### src/dh_forward_kinematics_chain_core_defines.svh
// Assertion macros for the forward kinematics chain core.
`ifndef DH_FORWARD_KINEMATICS_CHAIN_CORE_DEFINES_SVH
`define DH_FORWARD_KINEMATICS_CHAIN_CORE_DEFINES_SVH
`ifndef NO_ASSERTIONS
`define DHFK_ASSERT_IMPL(label, clk, rstn, ante, cons) \
    label: assert property (@(posedge clk) disable iff (!rstn) (ante) |-> (cons)) \
        else $error("assertion failed");
`define DHFK_ASSERT_NEXT(label, clk, rstn, ante, cons) \
    label: assert property (@(posedge clk) disable iff (!rstn) (ante) |=> (cons)) \
        else $error("assertion failed");
`else
`define DHFK_ASSERT_IMPL(label, clk, rstn, ante, cons)
`define DHFK_ASSERT_NEXT(label, clk, rstn, ante, cons)
`endif
`endif

### src/dhfk_pkg.sv
// ----------------------------------------------------------------------------
// dhfk_pkg
// Shared types and constants for the forward kinematics chain core.
// ----------------------------------------------------------------------------
`default_nettype none
package dhfk_pkg;
    localparam int MAX_STEPS = 24;
    localparam logic signed [33:0] ANG_PI      = 34'sd1686629713;
    localparam logic signed [33:0] ANG_HALF_PI = 34'sd843314856;
    localparam logic signed [33:0] CORDIC_K    = 34'sd652032874;
    localparam logic signed [31:0] Q_ONE       = 32'sd65536;

    typedef struct packed {
        logic               first_joint;
        logic signed [31:0] link_length;
        logic signed [31:0] link_offset;
        logic signed [16:0] theta;
        logic signed [15:0] alpha;
    } joint_t;

    function automatic logic signed [33:0] atan_entry(input logic [4:0] i);
        logic signed [33:0] r;
        case (i)
            5'd0: r = 34'sd421657428;
            5'd1: r = 34'sd248918915;
            5'd2: r = 34'sd131521918;
            5'd3: r = 34'sd66762579;
            5'd4: r = 34'sd33510843;
            5'd5: r = 34'sd16771758;
            5'd6: r = 34'sd8387925;
            5'd7: r = 34'sd4194219;
            5'd8: r = 34'sd2097141;
            5'd9: r = 34'sd1048575;
            default: r = 34'sd1 <<< (5'd29 - i);
        endcase
        return r;
    endfunction

    function automatic logic signed [31:0] sat32(input logic signed [65:0] v);
        logic signed [31:0] r;
        if (v > 66'sd2147483647) begin
            r = 32'sh7fffffff;
        end else if (v < -66'sd2147483648) begin
            r = 32'sh80000000;
        end else begin
            r = v[31:0];
        end
        return r;
    endfunction
endpackage
`default_nettype wire

### src/dhfk_front.sv
// ----------------------------------------------------------------------------
// dhfk_front
// Accepts joint requests and places them in a two-entry queue.
// ----------------------------------------------------------------------------
`default_nettype none
module dhfk_front
    import dhfk_pkg::*;
(
    input  wire logic               aclk,
    input  wire logic               aresetn,
    input  wire logic               s_valid,
    output logic                    s_ready,
    input  wire logic               s_first_joint,
    input  wire logic signed [31:0] s_link_length,
    input  wire logic signed [31:0] s_link_offset,
    input  wire logic signed [15:0] s_joint_angle,
    input  wire logic signed [15:0] s_home_angle,
    input  wire logic signed [15:0] s_link_twist,
    output logic                    q_valid,
    input  wire logic               q_ready,
    output joint_t                  q_data
);
    joint_t     mem_reg [2];
    logic       wp_reg, rp_reg;
    logic [1:0] cnt_reg;
    joint_t     in_item;
    logic       push, pop;

    assign in_item.first_joint = s_first_joint;
    assign in_item.link_length = s_link_length;
    assign in_item.link_offset = s_link_offset;
    assign in_item.theta = 17'(s_joint_angle) + 17'(s_home_angle);
    assign in_item.alpha = s_link_twist;
    assign s_ready = (cnt_reg != 2'd2);
    assign q_valid = (cnt_reg != 2'd0);
    assign q_data  = mem_reg[rp_reg];
    assign push = s_valid && s_ready;
    assign pop  = q_valid && q_ready;

    always_ff @(posedge aclk) begin
        if (push) begin
            mem_reg[wp_reg] <= in_item;
        end
        if (!aresetn) begin
            wp_reg <= 1'b0;
            rp_reg <= 1'b0;
            cnt_reg <= 2'd0;
        end else begin
            if (push) wp_reg <= ~wp_reg;
            if (pop) rp_reg <= ~rp_reg;
            cnt_reg <= cnt_reg + 2'(push) - 2'(pop);
        end
    end
endmodule
`default_nettype wire

### config.mk
export PLATFORM = sky130hd
export DESIGN_NAME = dhfk_front
export DESIGN_NICKNAME = d
export VERILOG_FILES = /design/src/dh_forward_kinematics_chain_core_defines.svh /design/src/dhfk_pkg.sv /design/src/dhfk_front.sv
export SDC_FILE = /design/constraint.sdc
export NUM_CORES = 1
export LEC_CHECK = 0
export BUFFER_PORTS_ARGS = -buffer_cell sky130_fd_sc_hd__buf_4
export CAP_MARGIN = 0
export CELL_PAD_IN_SITES_DETAIL_PLACEMENT = 1
export CELL_PAD_IN_SITES_GLOBAL_PLACEMENT = 1
export CORE_ASPECT_RATIO = 1.25
export CORE_MARGIN = 2
export CORE_UTILIZATION = 47
export DETAILED_ROUTE_END_ITERATION = 10
export HOLD_SLACK_MARGIN = 0.15
export MAX_ROUTING_LAYER = met4
export PLACE_DENSITY = 0.88
export SYNTH_ARGS = -nofsm -noshare
export SYNTH_HDL_FRONTEND = slang
export SYNTH_SLANG_ARGS = --single-unit
### constraint.sdc
create_clock -name aclk -period 12.6 [get_ports aclk]
set_clock_uncertainty 0.15 [all_clocks]
set_input_delay 0.63 -clock aclk [delete_from_list [all_inputs] [get_ports aclk]]
set_output_delay 0.63 -clock aclk [all_outputs]
set_load 0.005 [all_outputs]
==> impl_metrics.csv <==
group,metric,value,unit
logic_synthesis,synth.ff_latch_count,201,
place,gp_congestion,0.8781,
floorplanning,rows,53,
logic_synthesis,synth-seq-area-share,73.86,%
detailed_routing,drc_errors,0,
global_routing,grt_pass1_vias,5276,
sta,min_period_over_period,26.47,%
worst_setup_path,crit_fanout,59,
floorplanning,die-area,18320,sq um
worst_setup_path,r2r-start,"cnt_reg[0]",
final_layout,insertedDiodeCount,0,
clocking,cts_tree,"built",
sta,relSlewSlack,32.85,%
final_layout,drive_gt1_share,48.68,%
worst_setup_path,crit_type,"flop to primary output",
worst_setup_path,cp.required,11820,ps
power_and_ir_drop,total_leakage_power,4.026,nW
power_and_ir_drop,combinationalPowerShare,24.3,%
sta,period_needed,3335,ps
logic_synthesis,synth_edf_count,196,
worst_setup_path,crit_path_end_kind,"primary output",
logic_synthesis,syn_nets,578,
global_routing,grt_max_degree,75,
logic_synthesis,synth_top_family_by_area,"multiplexers",
worst_setup_path,cp.arrival,2560,ps
worst_hold_path,hold_depth,1,
power_and_ir_drop,clkPwrFrac,30.6,%
logic_synthesis,ys_types,45,
clocking,insertion_delay,480,ps
logic_synthesis,yosys.area_share.simple,3.258,%
worst_setup_path,crit_path_end,"q_data[69]",
detailed_routing,routedWlPerCell,21.17,microns
logic_synthesis,syn_area,8104,sq um
detailed_routing,wl,19140,microns
power_and_ir_drop,switching_share,25.39,%
clocking,cts-htree-levels,1,
global_routing,globalRouteTotalUtil,21.26,%
global_routing,grt-ovfl-total,0,
clocking,cts-hold-fix-buffers,0,
clocking,cts.path.max_buffers,3,
logic_synthesis,yosysWarnings,0,
floorplanning,design.core.area,16840,sq um
clocking,clkTransAtPathRegs,60,ps
sta,finalHoldViolCount,0,
sta,worstMarginPinSlew,1007,ps
final_layout,final_common_cell,"buf_4",
sta,fmax,299.8,MHz
floorplanning,fp.dieH,150.8,microns
worst_setup_path,critical_path.startpoint_type,"flop",
detailed_routing,drt_iter0_drc,158,
detailed_routing,vias,4776,
final_layout,final_nets,807,
clocking,cts_resized,0,
floorplanning,io_pins,217,
job,maxCapViolCount,0,
place,dpl.hpwl,13640,microns
logic_synthesis,synthAdderAreaFrac,3.026,%
sta,rsz0062_at_grt,"false",
clocking,root_buffer,"clkbuf_16",
global_routing,grt_pass1_wl,28660,microns
logic_synthesis,synthMuxAreaShare,13.76,%
clocking,cts_sinks,201,
power_and_ir_drop,power_density,183.3,nW/um^2
final_layout,nFillCells,1536,
clocking,cts_buffers,21,
floorplanning,initial_core_util,48.11,%
clocking,cts_setup_buffers,0,
power_and_ir_drop,ir_drop,0.1227,mV
outcome,status,"completed",
worst_setup_path,r2r_cells,4,
power_and_ir_drop,p_int,1.456,mW
power_and_ir_drop,seq_power_share,45.0,%
worst_hold_path,worstHoldPathType,"input pin to flop",
detailed_routing,vias_per_cell,5.283,
final_layout,largest_reg_flops,196,
floorplanning,dieWidth,121.5,microns
final_layout,final_cell_mix,"219 x buf_4, 196 x edfxtp_1, 71 x mux2_2",
logic_synthesis,avgSynthCellArea,18.33,sq um
global_routing,grt_antenna_before_repair,0,
logic_synthesis,synthXorXnorAreaFrac,1.189,%
sta,drv_slew,0,
sta,finalSetupTns,0,ps
sta,setup_viol_count_final,0,
power_and_ir_drop,p_sw,0.4954,mW
worst_setup_path,reg2reg_setup_slack,9830,ps
logic_synthesis,synthFlopType,"edfxtp_1",
detailed_routing,ant_nets,0,
logic_synthesis,async_reset_ff_share,0,%
detailed_routing,drt-pass1-iter-count,4,
logic_synthesis,synth_compound_area_share,3.906,%
final_layout,area_delta_synth_final,31.34,%
place,port_buffers,216,
worst_setup_path,r2r-end,"mem_reg[0][43]",
logic_synthesis,netlist_instances,442,
sta,fin_worst_hold_slack,177.1,ps
## cell type report
type                    count  area, sq um  share of cell area [%]
repair buffers            219         1644                   15.45
flip-flops and latches    201         5989                   56.27
well taps                 220        275.3                   2.586
inverters                   3        11.26                  0.1058
clock buffers              25        560.5                   5.266
clock inverters            11        113.9                   1.070
multi-input cells         225         2049                   19.25
## Yosys cell counts, drive strengths merged (2+ instances only)
library cell	instances	area, sq um
and2	4	25.02
a31oi	3	33.78
edfxtp	196	5886
buf	12	66.31
nand2	11	41.29
dfxtp	5	100.1
and3	2	12.51
xor2	3	26.28
nor3b	2	20.02
nand2b	4	25.02
a21oi	15	86.34
ha	18	225.2
nand4	2	12.51
inv	3	11.26
nor2b	2	12.51
o21ai	10	53.80
a21o	4	30.03
nor2	12	45.04
xnor2	8	70.07
nand3	6	35.03
o21a	6	45.04
mux2	99	1115
## per-layer routing
metal	track usage, %	part of all wire [%]
met5	-	0
met3	5.120	7.4
met2	39.16	54
met1	22.48	36
met4	6.552	2.6
## through the flow
step	setup WS, ps	util, %	instances	area, sq um	total power, mW
CTS	9196	63.19	904	10640	1.977
detailed placement	9649	59.19	868	9970	1.372
global route	9102	63.19	904	10640	2.036
floorplan	7081	-	442	8104	1.124
global placement	9714	59.19	868	9970	1.340
finish	9265	63.19	904	10640	1.951
## critical path: stages, from the launching register on
cell and delay, ps:
dfxtp_4 700, buf_4 740, mux2_2 450, buf_4 140
## logic make-up after synthesis
family                     after synthesis
DFF                                    201
AOI/OAI and AO/OA                       46
adders and majority gates               19
and+or+nand+nor                         50
muxes                                   99
buffers and inverters                   16
xor gates and xnor gates                11
## worst min-delay path by stage
stage                           start             end
finish              s_link_length[18]  mem_reg[1][83]
detailed placement             rp_reg          rp_reg
floorplan                      rp_reg            flop
global route        s_link_length[16]  mem_reg[0][81]
CTS                 s_link_length[11]  mem_reg[1][76]
global placement               rp_reg          rp_reg
## power by group through the flow
stage          clock network, mW  logic, mW  registers, mW
4_1_cts                    0.612      0.484          0.881
6_report                   0.598      0.475          0.879
3_3_place_gp                   0      0.457          0.884
3_5_place_dp                   0      0.478          0.894
5_1_grt                    0.634      0.513          0.889
2_1_floorplan                  0      0.249          0.875
No activity file was read; power rests on OpenSTA's default activity.
